--- src/sv/ef3_pkg.sv ---
`timescale 1ns / 1ps
// ----------------------------------------------------------------------------
// ef3_pkg
// Shared constants, types and register map of the 3x3 edge filter.
// ----------------------------------------------------------------------------
package ef3_pkg;

	// storage sizes
	localparam int MAX_WIDTH  = 1024;
	localparam int PIXEL_BITS = 8;

	// widths, some derived from the sizes above
	localparam int COL_BITS    = $clog2(MAX_WIDTH);
	localparam int ROW_BITS    = 12;
	localparam int WIDTH_BITS  = 11;
	localparam int HEIGHT_BITS = 12;
	localparam int MAG_BITS    = PIXEL_BITS + 2;
	localparam int CCOL_BITS   = 10;
	localparam int CROW_BITS   = 12;
	localparam int ADDR_BITS   = 3;
	localparam int DATA_BITS   = 32;
	localparam int MIN_DIM     = 3;

	// register map, indexed by paddr[2]
	localparam logic REG_FRAME_WIDTH  = 1'b0;
	localparam logic REG_FRAME_HEIGHT = 1'b1;

	localparam logic [WIDTH_BITS-1:0]  WIDTH_RESET  = WIDTH_BITS'(640);
	localparam logic [HEIGHT_BITS-1:0] HEIGHT_RESET = HEIGHT_BITS'(480);

	typedef logic [PIXEL_BITS-1:0]  pixel_t;
	typedef logic [COL_BITS-1:0]    col_t;
	typedef logic [ROW_BITS-1:0]    row_t;
	typedef logic [WIDTH_BITS-1:0]  width_t;
	typedef logic [HEIGHT_BITS-1:0] height_t;
	typedef logic [MAG_BITS-1:0]    mag_t;

	// position of one pixel and what its result will carry
	typedef struct packed {
		col_t col;
		row_t row;
		logic has_result;
		logic last;
	} pos_t;

	// one pixel with its column from the line stores
	typedef struct packed {
		pixel_t pix;
		pixel_t top;
		pixel_t mid;
		pos_t   pos;
	} kern_in_t;

endpackage

--- src/sv/ef3_if.sv ---


interface ef3_res_if;
	import ef3_pkg::*;

	logic                 valid;
	logic                 ready;
	mag_t                 edge_magnitude;
	logic [CCOL_BITS-1:0] center_column;
	logic [CROW_BITS-1:0] center_row;
	logic                 last_of_frame;

	modport source (output valid, output edge_magnitude, output center_column,
		output center_row, output last_of_frame, input ready);
	modport sink (input valid, input edge_magnitude, input center_column,
		input center_row, input last_of_frame, output ready);
endinterface

--- src/sv/ef3_kernel.sv ---
`timescale 1ns / 1ps
// ----------------------------------------------------------------------------
// ef3_kernel
// 3x3 window, kernel sum with absolute value, and the result register.
// ----------------------------------------------------------------------------
module ef3_kernel (
	input  logic               clk,
	input  logic               arst_n,
	input  logic               advance,
	input  ef3_pkg::kern_in_t  kin,
	ef3_res_if.source          results
);
	import ef3_pkg::*;

	pixel_t win_q [6];
	mag_t   sum_pos;
	mag_t   sum_neg;
	mag_t   mag;
	logic   valid_s2;
	mag_t   mag_s2;
	col_t   col_s2;
	row_t   row_s2;
	logic   last_s2;

	// right column plus below, minus left column plus above
	always_comb begin
		sum_pos = MAG_BITS'(kin.top) + MAG_BITS'(kin.mid) + MAG_BITS'(kin.pix) +
			MAG_BITS'(win_q[5]);
		sum_neg = MAG_BITS'(win_q[0]) + MAG_BITS'(win_q[1]) + MAG_BITS'(win_q[2]) +
			MAG_BITS'(win_q[3]);
		mag     = (sum_pos >= sum_neg) ? (sum_pos - sum_neg) : (sum_neg - sum_pos);
	end

	// window shifts once per pixel
	always_ff @(posedge clk or negedge arst_n) begin
		if (!arst_n) begin
			for (int i = 0; i < 6; i++) win_q[i] <= '0;
		end else if (advance) begin
			win_q[0] <= win_q[3];
			win_q[1] <= win_q[4];
			win_q[2] <= win_q[5];
			win_q[3] <= kin.top;
			win_q[4] <= kin.mid;
			win_q[5] <= kin.pix;
		end
	end

	// result valid
	always_ff @(posedge clk or negedge arst_n) begin
		if (!arst_n) begin
			valid_s2 <= 1'b0;
		end else if (advance) begin
			valid_s2 <= kin.pos.has_result;
		end else if (results.ready) begin
			valid_s2 <= 1'b0;
		end
	end

	// result payload
	always_ff @(posedge clk) begin
		if (advance && kin.pos.has_result) begin
			mag_s2  <= mag;
			col_s2  <= kin.pos.col - 1'b1;
			row_s2  <= kin.pos.row - 1'b1;
			last_s2 <= kin.pos.last;
		end
	end

	assign results.valid          = valid_s2;
	assign results.edge_magnitude = mag_s2;
	assign results.center_column  = CCOL_BITS'(col_s2);
	assign results.center_row     = CROW_BITS'(row_s2);
	assign results.last_of_frame  = last_s2;
endmodule

--- src/flat_wrapper.sv ---
// flat-port wrapper written by rule: the top's interface ports become plain ports
module ef3_kernel_flat import ef3_pkg::*;
  (clk, arst_n, advance, kin, results_valid, results_edge_magnitude, results_center_column, results_center_row, results_last_of_frame, results_ready);
  ef3_res_if results_i ();
  input  logic clk;
  input  logic arst_n;
  input  logic advance;
  input  ef3_pkg::kern_in_t kin;
  output wire logic [$bits(results_i.valid)-1:0] results_valid;
  output wire logic [$bits(results_i.edge_magnitude)-1:0] results_edge_magnitude;
  output wire logic [$bits(results_i.center_column)-1:0] results_center_column;
  output wire logic [$bits(results_i.center_row)-1:0] results_center_row;
  output wire logic [$bits(results_i.last_of_frame)-1:0] results_last_of_frame;
  input wire logic [$bits(results_i.ready)-1:0] results_ready;
  assign results_valid = results_i.valid;
  assign results_edge_magnitude = results_i.edge_magnitude;
  assign results_center_column = results_i.center_column;
  assign results_center_row = results_i.center_row;
  assign results_last_of_frame = results_i.last_of_frame;
  assign results_i.ready = results_ready;
  ef3_kernel u_core (.clk(clk), .arst_n(arst_n), .advance(advance), .kin(kin), .results(results_i));
endmodule
--- config.mk ---
export PLATFORM = sky130hd
export DESIGN_NAME = ef3_kernel_flat
export DESIGN_NICKNAME = d
export VERILOG_FILES = /design/src/sv/ef3_pkg.sv /design/src/sv/ef3_if.sv /design/src/sv/ef3_kernel.sv /design/src/flat_wrapper.sv
export SDC_FILE = /design/constraint.sdc
export NUM_CORES = 1
export LEC_CHECK = 0
export ABC_CLOCK_PERIOD_IN_PS = 5000
export BUFFER_PORTS_ARGS = -buffer_cell sky130_fd_sc_hd__buf_4
export CAP_MARGIN = 30
export CELL_PAD_IN_SITES_DETAIL_PLACEMENT = 0
export CELL_PAD_IN_SITES_GLOBAL_PLACEMENT = 2
export CORE_ASPECT_RATIO = 1.1
export CORE_MARGIN = 5
export CORE_UTILIZATION = 30
export DETAILED_ROUTE_END_ITERATION = 10
export GPL_ROUTABILITY_DRIVEN = 0
export PLACE_DENSITY = 0.77
export SYNTH_ARGS = -nofsm -noshare
export SYNTH_HDL_FRONTEND = slang
export SYNTH_SLANG_ARGS = --single-unit
export TNS_END_PERCENT = 5
--- constraint.sdc ---
create_clock -name clk -period 5 [get_ports clk]
set_input_delay 0.75 -clock clk [delete_from_list [all_inputs] [get_ports clk]]
set_output_delay 0.75 -clock clk [all_outputs]
set_load 0.01 [all_outputs]
Word level (Yosys, flattened, before mapping)
Index checks and enable logic that the tools add are counted.

Add/sub/neg operators: 10. Order comparisons: 1. Muxes and demuxes: 3. Reduce and logical (&&, ||, !) cells: 2.

Operators by type and width (count): $add A10 B8 Y10 (4); $sub A10 B10 Y10 (2); $add A8 B8 Y9 (2); $sub A12 B1 Y12 const B (1); $ge A10 B10 Y1 (1); $mux W10 (1); $sub A10 B1 Y10 const B (1); $mux W1 (2); $reduce_bool A2 Y1 (1); $logic_and A1 B1 Y1 (1).

Bits in registers: 82. Input bits: 52. Output and inout bits: 34. Word-level logic and storage cells: 27.

Logic depth before layout (Yosys ltp)
Depth in word-level cells: 5. Mapped depth: 21. Depth with buffers taken out: 21.

Least setup slack after synthesis
Ideal clock, no wire load.

Path kind: input-to-reg. Start point: input port kin[24] (netlist bit). End point: register u_core.mag_s2[2] (netlist: u_core.results.edge_magnitude[2]) (data pin). Library setup time: 0.267 ns. Data arrival time: 4.800 ns. Required time: 4.733 ns. Path slack: -0.067 ns. Cell stages on the path: 19. Cells stage by stage: ha_1 > inv_1 > fa_1 > fa_1 > inv_1 > ha_1 > fa_1 > a21o_1 > a21oi_1 > o21ai_0 > a21oi_1 > xnor2_1 > ha_1 > a21o_1 > a211oi_2 > o21ai_1 > o21ai_4 > mux2i_1 > xor2_1.

Longest elaborated chain between the ends: 5. Elaborated cells between the ends (all ways): 7. Classes of those cells: 5 x add/sub; 1 x order compare; 1 x mux.

Ends and longest elaborated chain: start, declared (RTL line flat_wrapper.sv:8) `input ef3_pkg::kern_in_t kin;`; $add A8 B8 Y9 * (RTL line ef3_kernel.sv:27) `sum_pos = MAG_BITS'(kin.top) + MAG_BITS'(kin.mid) + MAG_BITS'(kin.pix) +`; $add A10 B8 Y10 * (2 in series) (RTL line ef3_kernel.sv:27); $sub A10 B10 Y10 / $ge A10 B10 Y1 (equally long branches) (RTL line ef3_kernel.sv:31) `mag = (sum_pos >= sum_neg) ? (sum_pos - sum_neg) : (sum_neg - sum_pos);`; $mux W10 * (RTL line ef3_kernel.sv:31); via u_core.mag[2] (RTL line ef3_kernel.sv:18) `mag_t mag;`; end signal, assigned (RTL line ef3_kernel.sv:62) `mag_s2 <= mag;`; end, declared (RTL line ef3_kernel.sv:20) `mag_t mag_s2;`.

The timed path passes the listed nets; every way through them passes the cells marked *. A chain may end at the register's enable or synchronous reset.

Worst setup path after layout
Start point: input port kin[24] (netlist bit). End point: register u_core.mag_s2[8] (netlist: u_core.results.edge_magnitude[8]) (data pin).

Same word-level chain as after synthesis.

==> flow_summary.json <==
{
  "layout-drive-gt1-share_pct": 29.9,
  "dr.pass1.iters": 4,
  "cts_made_buffers": 9,
  "reg2reg_from": "u_core.win_q[40]",
  "cts_tree": "done",
  "rows": 52,
  "grt.busiest_layer": "met2",
  "crit_top_cell": "ha_1",
  "synth_edf_count": 33,
  "yosysWarnings": 0,
  "period_share_pct": 95.8,
  "routedWlPerCell_microns": 13.3,
  "cp.depth": 21,
  "synthesis.nets": 672,
  "synth.distinct_cells": 40,
  "critPathLaunchType": "input port",
  "ys_async_sr_fraction_pct": 59.8,
  "avgSynthCellArea_sq_um": 10.2,
  "clockBufferDepth": 2,
  "drt_iter0_drc": 86,
  "die_w_microns": 140,
  "startpoint": "kin[24]",
  "start_util_pct": 30.4,
  "grt_antenna_before_repair": 0,
  "htreeDepth": 3,
  "finalSetupViolCount": 0,
  "cts.clk_slew.worst_paths_ns": 0.06,
  "hold_class": "in -> async",
  "worst_pin_slew_ns": 0.824,
  "critPathMaxStageDelay_ns": 0.49,
  "yosysSeqAreaShare_pct": 39.9,
  "cp.required_ns": 5.10,
  "grt_use_total_pct": 11.6,
  "cp-end-kind": "flip-flop",
  "synthCells": 545,
  "crit_path_end": "u_core.results.edge_magnitude[8]",
  "clock_skew_ns": 0.00835,
  "grt_util_met2_pct": 18.9,
  "crit_path_cell_trace": "buf_4, ha_1, inv_1, fa_2, fa_1, inv_1, ha_1, fa_2, a21o_1, a21oi_2, o21ai_1, a21oi_2, xnor2_2, ha_1, a21o_1, a211oi_4, o21ai_2, o21ai_4, buf_12, mux2i_4, xor2_1",
  "reg2reg_depth": 23,
  "grt_max_degree": 77,
  "ff_latch_area_sq_um": 2220,
  "io-pin-count": 86,
  "slew-limit-headroom_pct": 45.1,
  "synth_area_sq_um": 5560,
  "cp_slowest_cell": "fa_1",
  "hold_buffers": 0,
  "grt_overflow": 0,
  "drc_errors": 0,
  "fin_crit_ns": 4.79,
  "maxCapViolCount": 0,
  "path_max_fanout": 8,
  "cp_top_family": "adder cells",
  "slew_viol_final": 0,
  "use_met1_pct": 15.0,
  "vias_per_cell": 4.42,
  "die_h_microns": 153,
  "multi_input_area_sq_um": 3060,
  "synthFlopType": "dfrtp_1",
  "hold_viol": 0,
  "fill_cells": 1795,
  "path_class": "in -> reg",
  "clock_latency_ns": 0.35,
  "vias": 4040,
  "r2r_end": "u_core.results.edge_magnitude[8]",
  "port_buffers": 85,
  "cts.sinks": 82,
  "drt-total-wl_mm": 12.2,
  "crit_arrival_ns": 4.89,
  "dieArea_sq_um": 21300,
  "synth_seq_cells": 82,
  "r2r_slack_ns": 0.22,
  "crit_buf_inv": 4,
  "fin_nets": 795,
  "grt_pass1_wl_mm": 20.4,
  "syn_to_final_growth_pct": 30.0,
  "clock.fmax_mhz": 209,
  "dpl.hpwl_mm": 9.56,
  "grt_pass1_vias": 4326,
  "tns_ns": 0,
  "coreArea_sq_um": 18300,
  "root_buffer": "clkbuf_16",
  "outcome": "completed",
  "ant_nets": 0,
  "use_met3_pct": 3.36,
  "n_antenna_cell": 0
}
worst register-to-register path: stages, from the launching register on:
cell      delay (ns)
dfrtp_1         0.40
ha_2            0.19
inv_1           0.08
fa_2            0.46
fa_1            0.49
inv_1           0.04
ha_1            0.22
fa_2            0.34
a21o_1          0.18
a21oi_2         0.16
o21ai_2         0.08
a21oi_2         0.21
buf_4           0.14
buf_4           0.09
buf_4           0.09
nor2_1          0.04
a211oi_2        0.22
ha_2            0.25
a211oi_4        0.05
a21oi_2         0.21
o21ai_4         0.09
buf_12          0.15
mux2i_4         0.18
xor2_1          0.16
what timing repair did:
item / in CTS / in global routing
resized for setup: 3 / 35
pin swaps: 3 / 17
setup endpoints to repair: 7 / 9
buffers inserted: 2 / 1
cell usage after synthesis (all sizes together), types with 3 or more instances:
cell	count	area, sq um
nand2	49	184
a21o	21	160
mux2i	8	80.1
inv	102	383
o21ai	42	221
nand3	3	15.0
mux2	22	248
fa	22	440
nor3	5	25.0
buf	7	28.8
xnor2	18	158
nor4	5	31.3
clkbuf	5	18.8
nor2b	4	25.0
dfrtp	49	1230
a31oi	4	25.0
nand2b	3	18.8
ha	53	663
edfxtp	33	991
xor2	33	289
a21oi	21	105
a221oi	3	26.3
nor2	16	60.1
registers in the layout, summed over array words and instances, names as in the netlist:
signal,flops
u_core.results.center_row,12
u_core.results.center_column,10
u_core.results.edge_magnitude,10
u_core.win_q,48
u_core.results.last_of_frame,1
u_core.results.valid,1
metal layers:
layer	routed length (microns)	vias to the layer above
met5	0	-
met4	218	0
met3	626	19
met2	5680	84
met1	5640	1904
li1	-	2033
through the flow:
stage,instance area [sq um],std cells,hold slack [ns],utilization (%),setup slack [ns]
3_5_place_dp,6740,897,0.465,36.9,-0.318
5_1_grt,7230,915,0.481,39.5,-0.0240
4_1_cts,7080,914,0.446,38.7,0.00959
3_3_place_gp,6740,897,0.464,36.9,-0.231
2_1_floorplan,5560,545,0.449,-,0.00206
6_report,7230,915,0.430,39.5,0.209
worst min path at each step:
| stage | start | endpoint | depth (start not counted) |
|---|---|---|---|
| 5_1_grt | arst_n | u_core.win_q[38] | 1 |
| 6_report | arst_n | u_core.win_q[6] | 1 |
| 3_5_place_dp | u_core.win_q[9] | u_core.win_q[33] | 2 |
| 4_1_cts | arst_n | u_core.win_q[14] | 1 |
| 2_1_floorplan | arst_n | u_core.results.valid | 0 |
| 3_3_place_gp | u_core.win_q[3] | u_core.win_q[27] | 2 |
cells by family after synthesis:
kind of cell	Yosys count	synth area share [%]
AND/OR/NAND/NOR	91	7.21
buffers and inverters	114	7.75
flip-flops	82	39.9
XOR/XNOR	51	8.04
adder cells (fa/ha/maj)	75	19.9
AO/OA/AOI/OAI	102	11.3
multiplexers	30	5.90
layout make-up:
| type | count | share of cell area (%) |
|---|---|---|
| multi-input combinational | 349 | 42.4 |
| clock inverter | 3 | 0.623 |
| inverter | 102 | 5.30 |
| clock buffer | 12 | 3.76 |
| timing repair buffer | 124 | 13.1 |
| sequential | 82 | 30.7 |
| tap | 243 | 4.21 |
cell usage in the layout (no fill, tap or decap), types with 2 or more instances in the layout:
| master | netlist | final |
|---|---|---|
| o21ai_2 | 0 | 3 |
| mux2_2 | 22 | 22 |
| o21ai_0 | 39 | 34 |
| xor2_1 | 33 | 32 |
| fa_1 | 22 | 18 |
| ha_4 | 0 | 2 |
| fa_2 | 0 | 4 |
| o21ai_1 | 2 | 4 |
| o41ai_1 | 2 | 2 |
| ha_2 | 0 | 2 |
| inv_1 | 102 | 102 |
| xnor2_1 | 18 | 17 |
| dfrtp_1 | 49 | 49 |
| nand2_1 | 49 | 49 |
| ha_1 | 53 | 49 |
| mux2i_2 | 0 | 4 |
| a31oi_1 | 4 | 4 |
| a21oi_2 | 0 | 11 |
| edfxtp_1 | 33 | 33 |
| a21o_2 | 2 | 2 |
| o211ai_1 | 2 | 2 |
| a221oi_1 | 3 | 3 |
| nand2b_1 | 3 | 3 |
| nand3_1 | 3 | 3 |
| buf_4 | 0 | 123 |
| a31o_2 | 2 | 2 |
| and2_2 | 1 | 2 |
| nor4_1 | 5 | 5 |
| nor2_1 | 16 | 16 |
| a21oi_1 | 21 | 10 |
| a21o_1 | 19 | 19 |
| mux2i_1 | 8 | 3 |
| nor2b_1 | 4 | 4 |
| clkbuf_16 | 0 | 10 |
| nor3_1 | 5 | 5 |
Power is not shown: default switching activity piles up to over one toggle a cycle in this logic, so the estimate is an artifact.
