## src/sv/ef3_pkg.sv

```systemverilog
`timescale 1ns / 1ps
// ----------------------------------------------------------------------------
// ef3_pkg
// Shared constants, types and register map of the 3x3 edge filter.
// ----------------------------------------------------------------------------
package ef3_pkg;

	// storage sizes
	localparam int MAX_WIDTH  = 1024;
	localparam int PIXEL_BITS = 8;

	// widths, some derived from the sizes above
	localparam int COL_BITS    = $clog2(MAX_WIDTH);
	localparam int ROW_BITS    = 12;
	localparam int WIDTH_BITS  = 11;
	localparam int HEIGHT_BITS = 12;
	localparam int MAG_BITS    = PIXEL_BITS + 2;
	localparam int CCOL_BITS   = 10;
	localparam int CROW_BITS   = 12;
	localparam int ADDR_BITS   = 3;
	localparam int DATA_BITS   = 32;
	localparam int MIN_DIM     = 3;

	// register map, indexed by paddr[2]
	localparam logic REG_FRAME_WIDTH  = 1'b0;
	localparam logic REG_FRAME_HEIGHT = 1'b1;

	localparam logic [WIDTH_BITS-1:0]  WIDTH_RESET  = WIDTH_BITS'(640);
	localparam logic [HEIGHT_BITS-1:0] HEIGHT_RESET = HEIGHT_BITS'(480);

	typedef logic [PIXEL_BITS-1:0]  pixel_t;
	typedef logic [COL_BITS-1:0]    col_t;
	typedef logic [ROW_BITS-1:0]    row_t;
	typedef logic [WIDTH_BITS-1:0]  width_t;
	typedef logic [HEIGHT_BITS-1:0] height_t;
	typedef logic [MAG_BITS-1:0]    mag_t;

	// position of one pixel and what its result will carry
	typedef struct packed {
		col_t col;
		row_t row;
		logic has_result;
		logic last;
	} pos_t;

	// one pixel with its column from the line stores
	typedef struct packed {
		pixel_t pix;
		pixel_t top;
		pixel_t mid;
		pos_t   pos;
	} kern_in_t;

endpackage

```

## src/sv/ef3_position.sv

```systemverilog
`timescale 1ns / 1ps
// ----------------------------------------------------------------------------
// ef3_position
// Column and row counters; tags each pixel with its place in the frame.
// ----------------------------------------------------------------------------
module ef3_position (
	input  logic             clk,
	input  logic             arst_n,
	input  logic             accept,
	input  logic             start_of_frame,
	input  ef3_pkg::width_t  eff_width,
	input  ef3_pkg::height_t eff_height,
	output ef3_pkg::pos_t    pos
);
	import ef3_pkg::*;

	col_t                    col_q;
	row_t                    row_q;
	col_t                    c0;
	row_t                    r0;
	logic                    wrap_in;
	logic [ROW_BITS:0]       r1;
	col_t                    c;
	row_t                    r;
	logic [WIDTH_BITS-1:0]   c_next;
	logic [ROW_BITS:0]       r_next;

	// position of the incoming pixel
	always_comb begin
		c0      = start_of_frame ? '0 : col_q;
		r0      = start_of_frame ? '0 : row_q;
		wrap_in = WIDTH_BITS'(c0) >= eff_width;
		c       = wrap_in ? '0 : c0;
		r1      = wrap_in ? ({1'b0, r0} + 1'b1) : {1'b0, r0};
		r       = (r1 >= {1'b0, eff_height}) ? '0 : r1[ROW_BITS-1:0];
		c_next  = WIDTH_BITS'(c) + 1'b1;
		r_next  = {1'b0, r} + 1'b1;

		pos.col        = c;
		pos.row        = r;
		pos.has_result = (c >= COL_BITS'(2)) && (r >= ROW_BITS'(2));
		pos.last       = (WIDTH_BITS'(c) == eff_width - 1'b1) &&
			(r == eff_height - 1'b1);
	end

	// advance past the accepted pixel
	always_ff @(posedge clk or negedge arst_n) begin
		if (!arst_n) begin
			col_q <= '0;
			row_q <= '0;
		end else if (accept) begin
			if (c_next >= eff_width) begin
				col_q <= '0;
				row_q <= (r_next >= {1'b0, eff_height}) ? '0 : r_next[ROW_BITS-1:0];
			end else begin
				col_q <= c_next[COL_BITS-1:0];
				row_q <= r;
			end
		end
	end
endmodule

```

## config.mk

```make
export PLATFORM = sky130hd
export DESIGN_NAME = ef3_position
export DESIGN_NICKNAME = d
export VERILOG_FILES = /design/src/sv/ef3_pkg.sv /design/src/sv/ef3_position.sv
export SDC_FILE = /design/constraint.sdc
export NUM_CORES = 1
export LEC_CHECK = 0
export BUFFER_PORTS_ARGS = -buffer_cell sky130_fd_sc_hd__buf_2
export CAP_MARGIN = 20
export CORE_ASPECT_RATIO = 0.9
export CORE_MARGIN = 2
export CORE_UTILIZATION = 40
export DETAILED_ROUTE_END_ITERATION = 7
export HOLD_SLACK_MARGIN = 0.12
export SLEW_MARGIN = 20
export SYNTH_ARGS = -nofsm -noshare
export SYNTH_HDL_FRONTEND = slang
export SYNTH_SLANG_ARGS = --single-unit
```

## constraint.sdc

```tcl
create_clock -name clk -period 15.9 [get_ports clk]
set_input_delay 2.385 -clock clk [delete_from_list [all_inputs] [get_ports clk]]
set_output_delay 2.385 -clock clk [all_outputs]
set_load 0.02 [all_outputs]
```

; ---- After elaboration in Yosys (flattened, before gate mapping)
; Index checks and enable logic that the tools add are counted.
; W data, S select, Z words.
[totals]
ramBits = 0
mem_count = 0
latchBits = 0
mem_bits_ro = 0
register_bits = 22
output_inout_bits = 24
word_cells = 25
[op_classes]
add_sub_neg = 5
n_eq_ne = 2
n_shift = 0
reduce_logical = 2
mul = 0
mux = 8
magnitude_cmp = 6
bitwise = 0
div = 0
[op_table]
columns = op, count
row1 = $mux W12, 4
row2 = $mux W10, 3
row3 = $add A12 B1 Y13 const B, 2
row4 = $ge A13 B12 Y1, 2
row5 = $mux W13, 1
row6 = $eq A12 B12 Y1, 1
row7 = $ge A12 B2 Y1 const B, 1
row8 = $sub A12 B1 Y12 const B, 1
row9 = $add A10 B1 Y11 const B, 1
row10 = $eq A10 B11 Y1, 1
row11 = $ge A10 B11 Y1, 1
row12 = $ge A11 B11 Y1, 1
row13 = $sub A11 B1 Y11 const B, 1
row14 = $ge A10 B2 Y1 const B, 1
row15 = $logic_and A1 B1 Y1, 2

; ---- Longest topological paths before layout
; Gate-level depths: netlist (run 1).
[logic_depth]
depth_word = 9
depth_mapped = 33
mapped_depth_nobuf = 30

; ---- Least setup slack after synthesis (run 1)
; Ideal clock, no wire load.
[synth_path]
path_kind = input-to-output
startpoint = input start_of_frame
endpoint = output pos[0] (netlist name)
stages = 26
n_path_buf = 5
required_time_ns = 13.515
arrival_ns = 8.321
setup_slack_ns = 5.194
path_cell_list = buf_6 -> clkbuf_1 -> clkbuf_1 -> nor2b_1 -> ha_1 -> nand4_2 -> nor2_1 -> o31ai_2 -> buf_2 -> a211oi_1 -> xnor2_1 -> nor2_1 -> ha_1 -> a2111oi_0 -> a32o_1 -> nand2_2 -> clkbuf_1 -> nor2_1 -> ha_1 -> o211ai_1 -> nor3_1 -> nand3_1 -> a2111oi_0 -> and4b_1 -> o2111ai_1 -> nor4_1
[synth_lines]
columns = element, line
row1 = start: declaration, ef3_position.sv:10  ; input logic start_of_frame,
row2 = end: declaration, ef3_position.sv:13  ; output ef3_pkg::pos_t pos

==> results of run 1 <==
==> area by class of cell <==
| class | instances | area share |
|---|---|---|
| clock buffer | 4 | 0.0124 |
| inverter | 47 | 0.0398 |
| multi-input combinational | 451 | 0.730 |
| sequential | 22 | 0.124 |
| tap | 126 | 0.0356 |
| timing repair buffer | 51 | 0.0582 |
==> sequential cells by signal, summed over array words and instances (netlist names) <==
signal / cells
col_q: 10
row_q: 12
==> cell usage in the layout (no fill, tap or decap), drive strengths merged, types with 9 or more instances in the layout <==
cell    synthesis  final
nand2          46     46
inv            45     45
o211ai          9      9
buf             5     51
nor4           11     11
and3           10     10
nand3          26     26
xnor2          45     45
nor2           54     54
nor3           14     14
nor2b          13     13
o21ai          15     15
dfrtp          22     22
ha             52     52
nand4           9      9
nand2b          9      9
a21oi          34     34
==> power by group <==
| part | internal (uW) | total, uW | switching, uW |
|---|---|---|---|
| clock network | 22.2 | 42.1 | 19.9 |
| logic | 43.6 | 114 | 70.2 |
| registers | 60.8 | 70.5 | 9.61 |
| total | 127 | 226 | 99.7 |
==> per-stage QoR <==
stage	utilization	instances
5_1_grt	0.455	701
4_1_cts	0.455	701
6_report	0.455	701
3_5_place_dp	0.449	697
2_1_floorplan	-	537
3_3_place_gp	0.449	697
==> routing by layer <==
layer | vias up | share of wire | global-route usage | wire [um]
li1 | 2034 | - | - | -
met1 | 1952 | 0.50 | 0.377 | 6270
met2 | 123 | 0.42 | 0.338 | 5290
met3 | 8 | 0.061 | 0.0367 | 763
met4 | 0 | 0.010 | 0.0302 | 129
met5 | - | 0 | 0 | 0
==> cell families (layout without fill, tap and decap cells) <==
group | count (synthesis) | after routing | share of synthesized area
muxes | 2 | 2 | 0.00527
DFF | 22 | 22 | 0.136
adders and majority gates | 52 | 52 | 0.161
and+or+nand+nor | 223 | 223 | 0.303
buffers and inverters | 64 | 102 | 0.0627
AOI/OAI and AO/OA | 123 | 123 | 0.221
xor gates and xnor gates | 51 | 51 | 0.111
==> worst min-delay path by stage <==
stage	from	cells past startpoint	endpoint	slack, ns
floorplan	col_q[2]	1	col_q[2]	0.47
global placement	col_q[0]	2	col_q[0]	0.55
detailed placement	col_q[0]	2	col_q[0]	0.55
CTS	col_q[0]	2	col_q[0]	0.56
global route	col_q[0]	2	col_q[0]	0.60
finish	col_q[0]	2	col_q[0]	0.55
==> critical path, delay by kind of cell <==
family	cells	cell delay (ns)
simple gates	10	2.35
compound gates	9	2.53
fa+ha+maj	3	0.80
buf+inv	5	1.30
==> flow_summary.toml, run 1 <==
[grt]
grt_pass1_vias = 3782
antenna_found_initial = 0
grt_max_degree = 30
grt.total_usage = 0.237
grt_pass1_wl_um = 20200
overflow = 0

[setup_path]
critPathMaxStageDelay_ns = 0.83
cp.arrival_ns = 9.39
r2r_start = "col_q[5]"
cp_max_fo = 29
rr_worst_depth = 28
critical_path.endpoint = "pos[0]"
cp-startpoint = "start_of_frame"
critical_path_required_ns = 13.52
critPathKind = "primary input to output pin"
worstReg2RegEnd = "row_q[2]"
start_kind = "primary input"
cp_slowest_cell = "o31ai_2"
end_kind = "output pin"
r2r_slack_ns = 8.66

[logic_synthesis]
synth-edff-count = 0
synth.distinct_cells = 70
yosysSeqAreaShare = 0.136
yosys.area.top_type = "ha_1"
ys_top_cells_by_count = "52 x ha_1, 52 x nor2_1, 45 x inv_1, 45 x xnor2_1, 44 x nand2_1"
netlist.area_leader.share = 0.161
synth_warnings = 0
synth_area_leaders = "ha_1 16%, dfrtp_1 14%, xnor2_1 9.8%, nor2_1 4.8%, inv_1 4.2%"
synthFlopType = "dfrtp_1"
netlist_area_mm2 = 0.00403
ys_ff_latch = 22
postSynthCellCount = 537
synth_fp_nets = 616
synth_area_per_cell_um2 = 7.51
async_flop_share = 1.00

[floorplanning]
core_mm2 = 0.00974
die_area_mm2 = 0.0109
rows = 34
die_x_um = 110
ios = 51
initial_core_util = 0.414
fp.dieH_um = 99.3

[timing]
finalMaxSlewViolations = 0
fin_ws_ns = 4.13
hold_viol = 0
timing.final.crit_share = 0.740
fin_setup_tns_ns = 0
worst_pin_slew_ns = 0.951
fin_skew_ns = 0.00307
fin_crit_ns = 11.77
rsz0062_at_grt = "no"
finalSetupViolations = 0
max_freq_ghz = 0.0849
slew_headroom = 0.362
hold_ws_ns = 0.553

[pwr]
pwr_density_cell_mw_per_mm2 = 51.1
fin_total_pwr_uw = 226
p_leak_uw = 0.00209
vdd_drop_max_mv = 0.0348

[drt]
ant_nets = 0
vias = 4117
drt_iter0_markers = 263
drt-wirelength-per-cell_um = 17.8
dr.pass1.iters = 5
wl_um = 12500
viasPerCell = 5.87
post-route-drc-count = 0

[clock_tree]
cts_tree = "built"
cts_buffers = 3
cts.sink_count = 22
post_cts_resized = 0
post_cts_buffers = 0
clkTransAtPathRegs_ns = 0.08
cts-root-buf = "clkbuf_8"
cts_hold_buf = 0
h-tree-depth = 1
insertion_delay_ns = 0.27
cts_max_path_buffers = 2

[layout]
n_fill_cell = 1019
syn_to_final_growth_pct = 9.77
nets = 655
drive_above_1_share = 0.132
multiInputGateArea_mm2 = 0.00323
antenna_cells = 0
seqCellArea_um2 = 551
fin_area_mm2 = 0.00443

[hold_path]
hold_class = "flop to flop"

[run_status]
status = "completed"

[place]
hpwl_um = 10200
dp_slack_ns = 4.31
placed_area_mm2 = 0.00437
portBuffers = 50
gp_congestion = 0.927

[flow_run]
cap_violations = 0
Note: power is estimated with default switching activity, not from simulation.
==> run 2: changes to the inputs <==
Clock period 15.9 ns to 11.53 ns, I/O delays scaled along.
==> run 2 against run 1 <==
Against the previous run:
- core utilization did not move
- clock power rose by 34%
- die area did not move
- highest routed layer unchanged
==> flow_summary.toml, run 2 (synthesized netlist as in run 1, its figures left out) <==
[timing]
fin_skew_ns = 0.00256
rsz0062_at_grt = "no"
finalSetupViolations = 0
hold_viol = 0
timing.final.crit_share = 0.910
hold_ws_ns = 0.554
slew_headroom = 0.350
fin_setup_tns_ns = 0
fin_crit_ns = 10.49
finalMaxSlewViolations = 0
max_freq_ghz = 0.0954
worst_pin_slew_ns = 0.969
fin_ws_ns = 1.04

[floorplanning]
core_mm2 = 0.00974
initial_core_util = 0.414
rows = 34
die_x_um = 110
ios = 51
die_area_mm2 = 0.0109
fp.dieH_um = 99.3

[pwr]
internal_power_uw = 174
switchingPower_uw = 136
switching_share = 0.438
pwr-share-comb = 0.506
seq_power_share = 0.312
pwr_density_cell_mw_per_mm2 = 70.1
vdd_drop_max_mv = 0.0412
p_leak_uw = 0.00209
p_clk_frac = 0.182

[setup_path]
worstReg2RegEnd = "row_q[2]"
end_kind = "output pin"
path_buf_inv = 5
path_delay_family = "compound AO/OA/AOI/OAI gates"
critPathMaxStageDelay_ns = 0.84
r2r_start = "col_q[5]"
rr_worst_depth = 28
cp_slowest_cell = "o31ai_2"
cp-startpoint = "start_of_frame"
cp.arrival_ns = 8.76
critical_path.endpoint = "pos[0]"
cp_max_fo = 29
critPathKind = "primary input to output pin"
crit_cells = 27
r2r_slack_ns = 4.20
start_kind = "primary input"
critical_path_required_ns = 9.80

[grt]
grt-busiest-layer = "met1"
overflow = 0
antenna_found_initial = 0
met2_usage = 0.348
grt_pass1_wl_um = 20300
grt_max_degree = 30
grt_pass1_vias = 3873
met3_usage = 0.0295
use_met1 = 0.367
grt.total_usage = 0.235

[clock_tree]
cts.sink_count = 22
cts_buffers = 3
h-tree-depth = 1
cts_hold_buf = 0
clkTransAtPathRegs_ns = 0.08
cts_tree = "built"
post_cts_resized = 0
post_cts_buffers = 0
cts-root-buf = "clkbuf_8"
cts_max_path_buffers = 2
insertion_delay_ns = 0.27

[place]
dp_slack_ns = 1.28
gp_congestion = 0.927
hpwl_um = 10300
portBuffers = 50

[run_status]
status = "completed"

[layout]
final_cell_mix = "52 x nor2_1, 52 x ha_1, 50 x buf_2"
drive_above_1_share = 0.132
top_register = "row_q"
largestRegisters = "row_q x12, col_q x10"
antenna_cells = 0
seqCellArea_um2 = 551
nets = 655
largest_reg_flops = 12
multiInputGateArea_mm2 = 0.00323
final_util = 0.455
syn_to_final_growth_pct = 9.77
n_fill_cell = 1022

[drt]
drt-wirelength-per-cell_um = 17.8
ant_nets = 0
drt_iter0_markers = 266
post-route-drc-count = 0
vias = 4130
dr.pass1.iters = 5
wl_um = 12500
viasPerCell = 5.89

[flow_run]
cap_violations = 0

[hold_path]
hold_class = "flop to flop"
-- run 2: how the worst min path moves through the flow --
stage | from | endpoint | cells past startpoint
after floorplan | col_q[2] | col_q[2] | 1
after CTS | col_q[0] | col_q[0] | 2
after detailed placement | col_q[0] | col_q[0] | 2
after global routing | col_q[0] | col_q[0] | 2
after global placement | col_q[0] | col_q[0] | 2
final | col_q[0] | col_q[0] | 2
-- run 2: metal layers --
layer	up-vias	share of wire
li1	2035	-
met1	1957	0.50
met2	126	0.43
met3	12	0.059
met4	0	0.014
met5	-	0
-- run 2: worst reg2reg max path, delay by kind of cell, from the launching register on --
family | cells | cell delay (ns)
fa+ha+maj | 4 | 1.21
buf+inv | 3 | 0.21
compound gates | 13 | 3.20
simple gates | 8 | 2.17
flops | 1 | 0.46
-- run 2: through the flow --
| stage | std cells | instance area (um^2) | total power [uW] |
|---|---|---|---|
| final | 701 | 4430 | 310 |
| after global routing | 701 | 4430 | 336 |
| after CTS | 701 | 4430 | 311 |
| after detailed placement | 697 | 4370 | 253 |
| after global placement | 697 | 4370 | 252 |
| after floorplan | 537 | 4030 | 206 |
-- run 2: final cells by class --
| type | instances | area share |
|---|---|---|
| clock buffer | 4 | 0.0124 |
| multi-input combinational | 451 | 0.730 |
| tap | 126 | 0.0356 |
| sequential | 22 | 0.124 |
| inverter | 47 | 0.0398 |
| timing repair buffer | 51 | 0.0582 |
-- run 2: power groups by stage --
stage | Clock [uW] | Combinational (uW) | Sequential (uW)
after floorplan | 0 | 115 | 91.2
after global placement | 0 | 154 | 98.3
final | 56.4 | 157 | 96.9
after detailed placement | 0 | 155 | 98.1
after CTS | 58.2 | 157 | 96.5
after global routing | 63.0 | 175 | 97.9
==> run 3: changes to the inputs <==
Settings changed: CTS_CLUSTER_SIZE set to 30.
Clock period 11.53 ns to 11.19 ns, I/O delays scaled along.
==> run 3 against run 2 <==
Against the previous run:
- first-iteration DRC count is 19% higher
- critical path type unchanged
- cell count stayed put
- core utilization stayed put
- clock power is 4.4% higher
==> flow_summary.toml, run 3 (synthesized netlist as in run 1, its figures left out) <==
[run_status]
status = "completed"

[timing]
finalMaxSlewViolations = 0
fin_crit_ns = 10.34
timing.final.crit_share = 0.924
finalSetupViolations = 0
max_freq_ghz = 0.0968
hold_viol = 0
fin_setup_tns_ns = 0
rsz0062_at_grt = "no"
slew_headroom = 0.323
worst_pin_slew_ns = 1.01
fin_ws_ns = 0.855
fin_skew_ns = 0.00261

[clock_tree]
cts_hold_buf = 0
cts_max_path_buffers = 2
post_cts_resized = 0
post_cts_buffers = 0
insertion_delay_ns = 0.27
clkTransAtPathRegs_ns = 0.08
cts_buffers = 3
cts_tree = "built"
cts.sink_count = 22
cts-root-buf = "clkbuf_8"
h-tree-depth = 1

[grt]
grt.total_usage = 0.240
overflow = 0
antenna_found_initial = 0
grt_pass1_vias = 3847
grt_pass1_wl_um = 20500
grt_max_degree = 30

[floorplanning]
initial_core_util = 0.414
ios = 51
die_area_mm2 = 0.0109
core_mm2 = 0.00974
rows = 34
die_x_um = 110
fp.dieH_um = 99.3

[setup_path]
cp_max_fo = 29
start_kind = "primary input"
critPathKind = "primary input to output pin"
cp.arrival_ns = 8.66
critical_path_required_ns = 9.51
end_kind = "output pin"

[pwr]
vdd_drop_max_mv = 0.0572
p_leak_uw = 0.00209
pwr_density_cell_mw_per_mm2 = 72.5

[drt]
wl_um = 12500
drt-wirelength-per-cell_um = 17.8
ant_nets = 0
post-route-drc-count = 0
drt_iter0_markers = 317
vias = 4144
viasPerCell = 5.91
dr.pass1.iters = 5

[place]
hpwl_um = 10200
gp_congestion = 0.930
dp_slack_ns = 1.06
portBuffers = 50

[layout]
nets = 655
final_cell_mix = "52 x nor2_1, 52 x ha_1, 50 x buf_2"
drive_above_1_share = 0.132
largest_reg_flops = 12
syn_to_final_growth_pct = 9.77
antenna_cells = 0
final_util = 0.455
top_register = "row_q"
largestRegisters = "row_q x12, col_q x10"

[hold_path]
hold_class = "flop to flop"

[flow_run]
cap_violations = 0
run 3: path summary, 6_finish.rpt:
| kind | from | endpoint | slack [ns] | cells after the start |
|---|---|---|---|---|
| min in group asynchronous | arst_n | col_q[7] | 1.38 | 1 |
| worst min-delay path | col_q[0] | col_q[0] | 0.56 | 2 |
| max in group asynchronous | arst_n | col_q[1] | 9.44 | 1 |
| worst max-delay path | start_of_frame | pos[0] | 0.85 | 27 |
| worst max register to register | col_q[6] | row_q[4] | 3.96 | 28 |
| worst min register to register | col_q[0] | col_q[0] | 0.56 | 2 |
run 3: where the power goes:
| group | internal [uW] | total [uW] | switching, uW |
|---|---|---|---|
| sequential | 86.4 | 100 | 14.0 |
| clock | 31.5 | 58.9 | 27.4 |
| combinational | 61.9 | 162 | 99.7 |
| total | 180 | 321 | 141 |
run 3: per-stage QoR:
stage / cells / hold slack (ns) / total power [uW] / cell area [um^2]
finish: 701 / 0.558 / 321 / 4430
global route: 701 / 0.619 / 349 / 4430
CTS: 701 / 0.567 / 322 / 4430
detailed placement: 697 / 0.552 / 262 / 4370
global placement: 697 / 0.542 / 259 / 4370
floorplan: 537 / 0.470 / 213 / 4030
run 3: metal layers:
layer	global-route usage	wire length, um
met5	0	0
met4	0.0195	77
met3	0.0334	877
met2	0.351	5420
met1	0.384	6120
run 3: final cells by class:
type | count | area (um^2)
Clock buffer | 4 | 55.1
Fill cell | 976 | 5310
Inverter | 47 | 176
Multi-Input combinational cell | 451 | 3230
Sequential cell | 22 | 551
Tap cell | 126 | 158
Timing Repair Buffer | 51 | 258
run 3: worst max-delay path, stage by stage:
cell and delay (ns):
buf_2 0.49, clkinv_1 0.46, nand2_1 0.26, inv_1 0.07, ha_1 0.28, nand4_2 0.13, nor2_1 0.10, o31ai_2 0.87
a21oi_1 0.23, nor2_1 0.34, inv_1 0.09, ha_1 0.30, a21oi_1 0.14, o21ai_0 0.11, a21oi_1 0.17, a32o_1 0.33
nand2_2 0.28, nor2_1 0.35, ha_1 0.23, o211ai_1 0.10, nor3_1 0.18, nand3_1 0.09, a2111oi_0 0.44, and4b_1 0.33
o2111ai_1 0.14, nor4_1 0.25, buf_2 0.20
