`config.mk`:
```
export PLATFORM = sky130hd
export DESIGN_NAME = ef3_cfg
export DESIGN_NICKNAME = d
export VERILOG_FILES = /design/src/sv/ef3_pkg.sv /design/src/sv/ef3_cfg.sv
export SDC_FILE = /design/constraint.sdc
export NUM_CORES = 1
export LEC_CHECK = 0
export BUFFER_PORTS_ARGS = -buffer_cell sky130_fd_sc_hd__buf_2
export CORE_UTILIZATION = 25
export DETAILED_ROUTE_END_ITERATION = 6
export SETUP_SLACK_MARGIN = 0.4
export SYNTH_ARGS = -nofsm -noshare
export SYNTH_HDL_FRONTEND = slang
export SYNTH_SLANG_ARGS = --single-unit
```
`constraint.sdc`:
```
create_clock -name clk -period 1.5 [get_ports clk]
set_input_delay 0.3 -clock clk [delete_from_list [all_inputs] [get_ports clk]]
set_output_delay 0.3 -clock clk [all_outputs]
set_load 0.02 [all_outputs]
```
`src/sv/ef3_pkg.sv`:
```
`timescale 1ns / 1ps
// ----------------------------------------------------------------------------
// ef3_pkg
// Shared constants, types and register map of the 3x3 edge filter.
// ----------------------------------------------------------------------------
package ef3_pkg;

	// storage sizes
	localparam int MAX_WIDTH  = 1024;
	localparam int PIXEL_BITS = 8;

	// widths, some derived from the sizes above
	localparam int COL_BITS    = $clog2(MAX_WIDTH);
	localparam int ROW_BITS    = 12;
	localparam int WIDTH_BITS  = 11;
	localparam int HEIGHT_BITS = 12;
	localparam int MAG_BITS    = PIXEL_BITS + 2;
	localparam int CCOL_BITS   = 10;
	localparam int CROW_BITS   = 12;
	localparam int ADDR_BITS   = 3;
	localparam int DATA_BITS   = 32;
	localparam int MIN_DIM     = 3;

	// register map, indexed by paddr[2]
	localparam logic REG_FRAME_WIDTH  = 1'b0;
	localparam logic REG_FRAME_HEIGHT = 1'b1;

	localparam logic [WIDTH_BITS-1:0]  WIDTH_RESET  = WIDTH_BITS'(640);
	localparam logic [HEIGHT_BITS-1:0] HEIGHT_RESET = HEIGHT_BITS'(480);

	typedef logic [PIXEL_BITS-1:0]  pixel_t;
	typedef logic [COL_BITS-1:0]    col_t;
	typedef logic [ROW_BITS-1:0]    row_t;
	typedef logic [WIDTH_BITS-1:0]  width_t;
	typedef logic [HEIGHT_BITS-1:0] height_t;
	typedef logic [MAG_BITS-1:0]    mag_t;

	// position of one pixel and what its result will carry
	typedef struct packed {
		col_t col;
		row_t row;
		logic has_result;
		logic last;
	} pos_t;

	// one pixel with its column from the line stores
	typedef struct packed {
		pixel_t pix;
		pixel_t top;
		pixel_t mid;
		pos_t   pos;
	} kern_in_t;

endpackage

```
`src/sv/ef3_cfg.sv`:
```
`timescale 1ns / 1ps
// ----------------------------------------------------------------------------
// ef3_cfg
// APB register file for frame size; gives the clamped width and height.
// ----------------------------------------------------------------------------
module ef3_cfg (
	input  logic                         clk,
	input  logic                         arst_n,
	input  logic                         psel,
	input  logic                         penable,
	input  logic                         pwrite,
	input  logic [ef3_pkg::ADDR_BITS-1:0] paddr,
	input  logic [ef3_pkg::DATA_BITS-1:0] pwdata,
	output logic [ef3_pkg::DATA_BITS-1:0] prdata,
	output logic                         pready,
	output ef3_pkg::width_t              eff_width,
	output ef3_pkg::height_t             eff_height
);
	import ef3_pkg::*;

	width_t  frame_width_q;
	height_t frame_height_q;
	logic    wr_en;

	assign pready = 1'b1;
	assign wr_en  = psel && penable && pwrite && pready;

	// register writes
	always_ff @(posedge clk or negedge arst_n) begin
		if (!arst_n) begin
			frame_width_q  <= WIDTH_RESET;
			frame_height_q <= HEIGHT_RESET;
		end else if (wr_en) begin
			unique case (paddr[2])
				REG_FRAME_WIDTH:  frame_width_q  <= pwdata[WIDTH_BITS-1:0];
				REG_FRAME_HEIGHT: frame_height_q <= pwdata[HEIGHT_BITS-1:0];
				default: ;
			endcase
		end
	end

	// read back
	always_comb begin
		unique case (paddr[2])
			REG_FRAME_WIDTH:  prdata = DATA_BITS'(frame_width_q);
			REG_FRAME_HEIGHT: prdata = DATA_BITS'(frame_height_q);
			default:          prdata = '0;
		endcase
	end

	// clamp to the supported frame size
	always_comb begin
		if (frame_width_q < WIDTH_BITS'(MIN_DIM))
			eff_width = WIDTH_BITS'(MIN_DIM);
		else if (frame_width_q > WIDTH_BITS'(MAX_WIDTH))
			eff_width = WIDTH_BITS'(MAX_WIDTH);
		else
			eff_width = frame_width_q;
		eff_height = (frame_height_q < HEIGHT_BITS'(MIN_DIM)) ?
			HEIGHT_BITS'(MIN_DIM) : frame_height_q;
	end
endmodule

```
# == Word-level counts from Yosys, hierarchy flattened ==
# Index checks and enable logic that the tools add are counted.
# totals
ff_bits,23
latchBits,0
ramBits,0
rom_bits,0
inputBits,40
out_inout_bits,56
memories,0
# classes
add_sub_neg,0
n_mul,0
n_div,0
n_lt_le_gt_ge,3
n_eq_ne,0
n_shift,0
n_mux,4
bitwise,1
reduce_logical,4
# op_table
operator,count
$pmux 32 s2,1
$mux 11,2
$lt 12x2->1 const B,1
$mux 12,1
$gt 11x11->1 const B,1
$lt 11x2->1 const B,1
$reduce_and 2->1,2
$logic_and 1x1->1,2
$not 1->1,1

# == Longest topological paths before layout ==
# Gate-level depths: netlist of the first run.
# depth
ltp_word,3
mapped_depth,3
ltp_nobuf,3

# == Least setup slack after synthesis of the first run ==
# OpenSTA, ideal clock, no wires.
# synth_path
kind,flip-flop to output port
startpoint,register frame_width_q[6]
endpoint,output eff_width[0]
t_arrival_ps,1097
required_ps,1200
setup_slack_ps,103
path_stages_with_launch,4
n_path_buf,0
path_cell_list,dfrtp_1 -> nor4_1 -> a21oi_1 -> nor2_1
# synth_between
elab_chain_len,3
elab_cells_between_ends,4
# synth_rtl
item,line,rtl
from (decl),ef3_cfg.sv:21,width_t frame_width_q;
from (signal assigned),ef3_cfg.sv:35,REG_FRAME_WIDTH: frame_width_q <= pwdata[WIDTH_BITS-1:0];
$gt 11x11->1,ef3_cfg.sv:55,else if (frame_width_q > WIDTH_BITS'(MAX_WIDTH))
$mux 11,ef3_cfg.sv:55,
$mux 11 *,ef3_cfg.sv:53,if (frame_width_q < WIDTH_BITS'(MIN_DIM))
to (decl),ef3_cfg.sv:16,"output ef3_pkg::width_t eff_width,"
# Every way passes the cells marked *; elsewhere a longest branch is shown, timed or not.

# == Worst setup path after layout of the first run ==
# layout_path
startpoint,register frame_width_q[2]
endpoint,output eff_width[1]
# The elaborated chain is that of the path after synthesis.

==> load_flow_metrics.sql, run 1 <==
INSERT INTO impl_metrics (metric_group, metric, value, unit) VALUES
('outcome', 'run_status', 'finished, violations left', ''),
('outcome', 'violations', 'negative hold slack, negative setup slack', ''),
('timing', 'timing.final.setup_violations', '8', ''),
('clock_tree', 'root_buffer', 'sky130_fd_sc_hd__clkbuf_8', ''),
('power', 'p_int', '1970', 'uW'),
('floorplanning', 'die-area', '0.00589', 'mm^2'),
('critical_path', 'critPathKind', 'reg -> out', ''),
('route', 'ant_nets', '0', ''),
('timing', 'worst_slew_pin_slew', '521', 'ps'),
('final_layout', 'final_nets', '223', ''),
('global_routing', 'vias_in_the_first_global_route', '1036', ''),
('yosys', 'synthCells', '118', ''),
('floorplanning', 'overall_die_height', '76.8', 'um'),
('timing', 'final.period_utilization', '112', '%'),
('critical_path', 'crit_path_start_kind', 'flip-flop', ''),
('power', 'net-switching-power', '1080', 'uW'),
('route', 'drt_first_iter_violations', '21', ''),
('power', 'fraction_of_power_spent_switching_nets', '35.4', '%'),
('clock_tree', 'cts_made_buffers', '3', ''),
('clock_tree', 'h_tree_level_count', '1', ''),
('worst_hold_path', 'holdCritPathClass', 'in -> async', ''),
('floorplanning', 'die_width', '76.8', 'um'),
('timing', 'final.hold.worst_slack', '-3.33', 'ps'),
('power', 'power_density', '1330', 'mW/mm^2'),
('timing', 'report.final.slew_viol_count', '0', ''),
('power', 'design_power_total', '3050', 'uW'),
('clock_tree', 'cts_buffer_depth', '2', ''),
('global_routing', 'maximum_number_of_pins_on_one_net_before_global_route_repair', '24', ''),
('route', 'total_drc_errors_in_the_routed_layout', '0', ''),
('timing', 'relSlewSlack', '65.3', '%'),
('yosys', 'syn-mean-instance-area', '11.8', 'um^2'),
('critical_path', 'endpoint_kind', 'output port', ''),
('timing', 'min_period', '1680', 'ps'),
('final_layout', 'most_frequent_cells_in_the_layout', 'sky130_fd_sc_hd__buf_6, sky130_fd_sc_hd__conb_1, sky130_fd_sc_hd__mux2_4, sky130_fd_sc_hd__buf_2, sky130_fd_sc_hd__mux2_2', ''),
('final_layout', 'mostFrequentLayoutCell', 'sky130_fd_sc_hd__buf_6', ''),
('floorplanning', 'initial_core_util', '26.7', '%'),
('route', 'vias', '1029', ''),
('timing', 'fin_worst_skew', '0', 'ps'),
('power', 'share_comb_of_total_power', '55.5', '%'),
('critical_path', 'timing.critical_path.fanout_max', '3', ''),
('placed_design', 'dpl.hpwl', '2370', 'um'),
('final_layout', 'diodes', '0', ''),
('yosys', 'number_of_flip_flops_and_latches_in_the_synthesized_netlist', '23', ''),
('power', 'pwr-share-seq', '31.6', '%'),
('timing', 'timing_hold_violations_final', '4', ''),
('yosys', 'synth.yosys.warnings', '0', ''),
('yosys', 'seq_area_frac_synth', '41.7', '%'),
('timing', 'grt_setup_unrepaired', 'true', ''),
('route', 'drt_pre_antenna_iters', '4', ''),
('yosys', 'syn-cell-area', '0.00140', 'mm^2'),
('final_layout', 'flow.area_growth_from_synthesis', '64.5', '%'),
('final_layout', 'post_route_cells_drive_above_1_share', '77.5', '%'),
('route', 'aggregate_routed_wire_length', '3590', 'um'),
('final_layout', 'fill_cells', '512', ''),
('clock_tree', 'holdBufCountCts', '0', ''),
('clock_tree', 'clk_latency', '260', 'ps'),
('timing', 'worst_slack', '-178', 'ps'),
('clock_tree', 'clock-sinks', '23', ''),
('critical_path', 'worst_r2r_path_depth', '4', ''),
('placed_design', 'placement.setup.worst_slack', '28.0', 'ps'),
('placed_design', 'gp_congestion', '0.734', ''),
('critical_path', 'worst-endpoint-required', '1200', 'ps'),
('global_routing', 'globalRouteTotalUtil', '12.4', '%'),
('global_routing', 'final_global_route_overflow_total', '0', ''),
('critical_path', 'worst_r2r_endpoint', 'frame_height_q[2]', ''),
('power', 'pwr-share-clk', '13.0', '%'),
('clock_tree', 'tritoncts', 'done', ''),
('critical_path', 'reg2reg_slack', '380', 'ps'),
('global_routing', 'grt_pass1_wl', '5660', 'um'),
('route', 'routed_wire_length_per_instance', '14.2', 'um'),
('timing', 'clock.fmax', '596', 'MHz'),
('yosys', 'synth.distinct_cells', '18', ''),
('critical_path', 'crit_arrival', '1380', 'ps'),
('floorplanning', 'core_area', '0.00524', 'mm^2'),
('power', 'p_leak', '0.00114', 'uW'),
('route', 'vias_per_cell', '4.08', ''),
('floorplanning', 'boundaryPins', '96', ''),
('floorplanning', 'placementRows', '26', ''),
('flow_run', 'cap_violations', '0', ''),
('clock_tree', 'path_clk_slew', '90', 'ps'),
('global_routing', 'antenna_found_initial', '0', ''),
('placed_design', 'portBuffers', '52', ''),
('power', 'ir_drop', '0.597', 'mV'),
('critical_path', 'regToRegStartpoint', 'frame_height_q[2]', '');
==> cells by family after synthesis <==
family	Yosys count	synth area share, %
other	2	0.537
buffers and inverters	36	16.5
DFF	23	41.7
and+or+nand+nor	21	10.5
muxes	34	30.1
AOI/OAI and AO/OA	2	0.716
==> sequential cells by signal (all words and copies together) (netlist names) <==
| name | cells |
|---|---|
| frame_height_q | 12 |
| frame_width_q | 11 |
==> power by group through the flow <==
stage	Sequential [uW]	Combinational [uW]	Clock [uW]
final	962	1690	396
after global routing	987	1790	429
after CTS	945	1530	405
after detailed placement	931	1150	0
after global placement	926	1140	0
after floorplan	898	863	0
==> synth_stat cells <==
library cell	instances	share of area, %
sky130_fd_sc_hd__buf_4	21	11
sky130_fd_sc_hd__nand4b_4	1	1.7
sky130_fd_sc_hd__nand2b_1	2	0.90
sky130_fd_sc_hd__clkbuf_1	12	3.2
sky130_fd_sc_hd__buf_6	2	1.6
sky130_fd_sc_hd__nand4_2	1	0.90
sky130_fd_sc_hd__nor2b_1	8	3.6
sky130_fd_sc_hd__mux2_2	24	19
sky130_fd_sc_hd__nor2_1	3	0.81
sky130_fd_sc_hd__and2_1	1	0.45
sky130_fd_sc_hd__mux2_4	10	11
sky130_fd_sc_hd__dfrtp_1	17	30
sky130_fd_sc_hd__dfstp_2	6	11
sky130_fd_sc_hd__conb_1	2	0.54
sky130_fd_sc_hd__nor4_1	4	1.8
sky130_fd_sc_hd__buf_2	1	0.36
sky130_fd_sc_hd__a21oi_1	2	0.72
sky130_fd_sc_hd__nand3_1	1	0.36
==> final cells by class <==
cell class                      instances  area (um^2)  area share [%]
Clock buffer                            4         45.0            1.96
Multi-Input combinational cell         79          827            36.0
Sequential cell                        23          588            25.6
Tap cell                               70         87.6            3.81
Timing Repair Buffer                   76          752            32.7
==> layer usage <==
| layer | global-route usage [%] | part of all wire (%) |
|---|---|---|
| met4 | 3.27 | 0.53 |
| met1 | 17.0 | 46 |
| met3 | 2.50 | 5.5 |
| met2 | 19.6 | 48 |
| met5 | 0 | 0 |
==> per-stage QoR <==
stage / TNS [ps] / hold WS [ps] / cells / util, % / cell area [um^2]
2_1_floorplan: 0 / 4.41 / 137 / - / 1580
3_3_place_gp: 0 / 303 / 234 / 34.1 / 1790
3_5_place_dp: 0 / 317 / 234 / 34.1 / 1790
4_1_cts: -890 / 27.0 / 244 / 41.0 / 2150
5_1_grt: -1320 / 43.8 / 252 / 43.9 / 2300
6_report: -734 / -3.33 / 252 / 43.9 / 2300
==> worst max-delay path, cell delays in order (launching register included) <==
cell	delay (ps)
sky130_fd_sc_hd__dfrtp_2	450
sky130_fd_sc_hd__nor4_4	300
sky130_fd_sc_hd__a21oi_1	120
sky130_fd_sc_hd__nor2_2	110
sky130_fd_sc_hd__buf_4	150
==> how the worst max path moves through the flow <==
stage / cells after the start / to / startpoint / slack [ps]
5_1_grt: 4 / eff_width[1] / frame_width_q[2] / -280
6_report: 4 / eff_width[1] / frame_width_q[2] / -180
3_5_place_dp: 4 / eff_height[1] / frame_height_q[11] / 30
3_3_place_gp: 4 / eff_height[0] / frame_height_q[11] / 30
2_1_floorplan: 3 / eff_width[0] / frame_width_q[2] / 190
4_1_cts: 4 / eff_width[1] / frame_width_q[6] / -210
==> timing repair <==
action,CTS,global route
pin swaps,4,1
resized for setup,78,26
setup endpoints to repair,36,35
cloned,1,0
setup buffers,5,8
(Power assumes the default switching activity.)
==> run 2: changes to the inputs <==
==> constraint.sdc (replaced) <==
create_clock -name clk -period 1.5 [get_ports clk]
set_input_delay 0.075 -clock clk [delete_from_list [all_inputs] [get_ports clk]]
set_output_delay 0.075 -clock clk [all_outputs]
set_load 0.02 [all_outputs]
==> load_flow_metrics.sql, run 2 (synthesized netlist as in run 1, its figures left out) <==
INSERT INTO impl_metrics (metric_group, metric, value, unit) VALUES
('outcome', 'run_status', 'finished clean', ''),
('timing', 'worst_slew_pin_slew', '571', 'ps'),
('global_routing', 'maximum_number_of_pins_on_one_net_before_global_route_repair', '24', ''),
('worst_hold_path', 'worstHoldPathCells', '2', ''),
('floorplanning', 'core_area', '0.00524', 'mm^2'),
('global_routing', 'antenna_found_initial', '0', ''),
('worst_hold_path', 'worst_hold_path.endpoint', 'frame_height_q[11]', ''),
('flow_run', 'cap_violations', '0', ''),
('global_routing', 'vias_in_the_first_global_route', '929', ''),
('critical_path', 'worst_r2r_path_depth', '3', ''),
('clock_tree', 'cts_buffer_depth', '2', ''),
('final_layout', 'mostFrequentLayoutCell', 'sky130_fd_sc_hd__buf_6', ''),
('power', 'p_leak', '0.000986', 'uW'),
('timing', 'final.period_utilization', '96.1', '%'),
('worst_hold_path', 'holdCritStartpoint', 'pwdata[11]', ''),
('timing', 'fin_worst_skew', '0', 'ps'),
('timing', 'min_period', '1440', 'ps'),
('final_layout', 'finalNonFillerCells', '238', ''),
('final_layout', 'largest_register_ff_count', '12', ''),
('power', 'ir_drop', '0.595', 'mV'),
('floorplanning', 'initial_core_util', '26.7', '%'),
('route', 'total_drc_errors_in_the_routed_layout', '0', ''),
('final_layout', 'diodes', '0', ''),
('final_layout', 'top_register', 'frame_height_q', ''),
('floorplanning', 'placementRows', '26', ''),
('power', 'power_density', '1360', 'mW/mm^2'),
('timing', 'timing_hold_violations_final', '0', ''),
('clock_tree', 'root_buffer', 'sky130_fd_sc_hd__clkbuf_8', ''),
('final_layout', 'top_regs', 'frame_height_q x12, frame_width_q x11', ''),
('placed_design', 'dpl.hpwl', '2270', 'um'),
('power', 'p_int', '1710', 'uW'),
('floorplanning', 'boundaryPins', '96', ''),
('critical_path', 'worst-endpoint-required', '1420', 'ps'),
('clock_tree', 'h_tree_level_count', '1', ''),
('final_layout', 'final_nets', '209', ''),
('critical_path', 'regToRegStartpoint', 'frame_height_q[4]', ''),
('critical_path', 'reg2reg_slack', '480', 'ps'),
('timing', 'clock.fmax', '694', 'MHz'),
('final_layout', 'most_frequent_cells_in_the_layout', 'sky130_fd_sc_hd__buf_6, sky130_fd_sc_hd__buf_2, sky130_fd_sc_hd__conb_1, sky130_fd_sc_hd__mux2_4, sky130_fd_sc_hd__mux2_2', ''),
('power', 'fraction_of_power_spent_switching_nets', '37.1', '%'),
('clock_tree', 'clock-sinks', '23', ''),
('critical_path', 'endpoint_kind', 'output port', ''),
('route', 'drt_pre_antenna_iters', '2', ''),
('power', 'pwr-share-seq', '35.5', '%'),
('floorplanning', 'die_width', '76.8', 'um'),
('global_routing', 'final_global_route_overflow_total', '0', ''),
('clock_tree', 'cts_made_buffers', '3', ''),
('critical_path', 'crit_arrival', '1370', 'ps'),
('final_layout', 'post_route_cells_drive_above_1_share', '73.8', '%'),
('timing', 'timing.setup.tns', '0', 'ps'),
('route', 'ant_nets', '0', ''),
('floorplanning', 'overall_die_height', '76.8', 'um'),
('critical_path', 'worst_r2r_endpoint', 'frame_height_q[4]', ''),
('timing', 'relSlewSlack', '61.8', '%'),
('timing', 'report.final.slew_viol_count', '0', ''),
('timing', 'final.hold.worst_slack', '35.8', 'ps'),
('critical_path', 'critPathKind', 'reg -> out', ''),
('power', 'net-switching-power', '1010', 'uW'),
('placed_design', 'gp_congestion', '0.726', ''),
('clock_tree', 'clk_latency', '260', 'ps'),
('route', 'routed_wire_length_per_instance', '13.5', 'um'),
('route', 'aggregate_routed_wire_length', '3220', 'um'),
('clock_tree', 'tritoncts', 'done', ''),
('critical_path', 'timing.critical_path.fanout_max', '2', ''),
('route', 'vias', '961', ''),
('critical_path', 'crit_path_start_kind', 'flip-flop', ''),
('placed_design', 'dpl.cell_count', '225', ''),
('route', 'drt_first_iter_violations', '6', ''),
('timing', 'timing.final.setup_violations', '0', ''),
('placed_design', 'portBuffers', '52', ''),
('power', 'share_comb_of_total_power', '50.2', '%'),
('clock_tree', 'path_clk_slew', '80', 'ps'),
('worst_hold_path', 'holdCritPathClass', 'in -> reg', ''),
('global_routing', 'grt_pass1_wl', '5060', 'um'),
('power', 'pwr-share-clk', '14.3', '%'),
('final_layout', 'flow.area_growth_from_synthesis', '43.6', '%'),
('route', 'vias_per_cell', '4.04', ''),
('timing', 'grt_setup_unrepaired', 'true', ''),
('global_routing', 'globalRouteTotalUtil', '11.0', '%'),
('floorplanning', 'die-area', '0.00589', 'mm^2');
[run 2: worst max path at each step]
| stage | start | end | slack (ps) | depth (start not counted) |
|---|---|---|---|---|
| global placement | frame_height_q[4] | eff_height[0] | 210 | 4 |
| finish | frame_height_q[10] | eff_height[1] | 60 | 4 |
| floorplan | frame_width_q[6] | eff_width[0] | 420 | 3 |
| global route | frame_height_q[4] | eff_height[0] | -10 | 4 |
| detailed placement | frame_height_q[4] | eff_height[0] | 200 | 4 |
| CTS | frame_width_q[2] | eff_width[1] | 40 | 4 |
[run 2: power by group through the flow]
stage	clock, uW	combinational, uW	sequential (uW)
after detailed placement	0	963	953
after CTS	404	1190	948
after floorplan	0	761	890
after global routing	429	1450	995
after global placement	0	952	953
final	388	1370	966
[run 2: per-layer routing]
layer  vias to the layer above  part of all wire [%]  GRT usage (%)  wire (um)
met1                       461                    45           14.1       1450
met4                         0                  0.78           3.46         25
met5                         -                     0              0          0
li1                        448                     -              -          -
met2                        48                    48           18.3       1550
met3                         4                   6.2           2.26        198
[run 2: final cells by class]
cell class              instances  area (um^2)
clock buffers                   3         41.3
repair buffers                 63          512
multi-input cells              78          772
well taps                      70         87.6
clock inverters                 1         5.00
flip-flops and latches         23          589
fillers                       523         3230
[run 2: critical path, stage by stage (launching register included)]
cell and delay, ps:
sky130_fd_sc_hd__dfrtp_1 410, sky130_fd_sc_hd__nor4_2 330, sky130_fd_sc_hd__nand3_2 120, sky130_fd_sc_hd__nand2b_1 120, sky130_fd_sc_hd__buf_6 120
[run 2: what timing repair did]
action	in CTS	in global routing
buffers inserted	5	3
gates resized for setup	38	42
pin swaps	6	2
endpoints found under the setup margin	24	29
hold buffers	1	0
hold endpoints to repair	17	0
[run 2: metrics by stage]
step,power [uW],instance area (um^2),utilization (%),setup slack (ps)
2_1_floorplan,1650,1490,-,415
3_3_place_gp,1900,1620,30.9,210
3_5_place_dp,1920,1620,30.9,201
4_1_cts,2540,1840,35.2,39.4
5_1_grt,2880,2010,38.3,-14.4
6_report,2720,2010,38.3,58.2
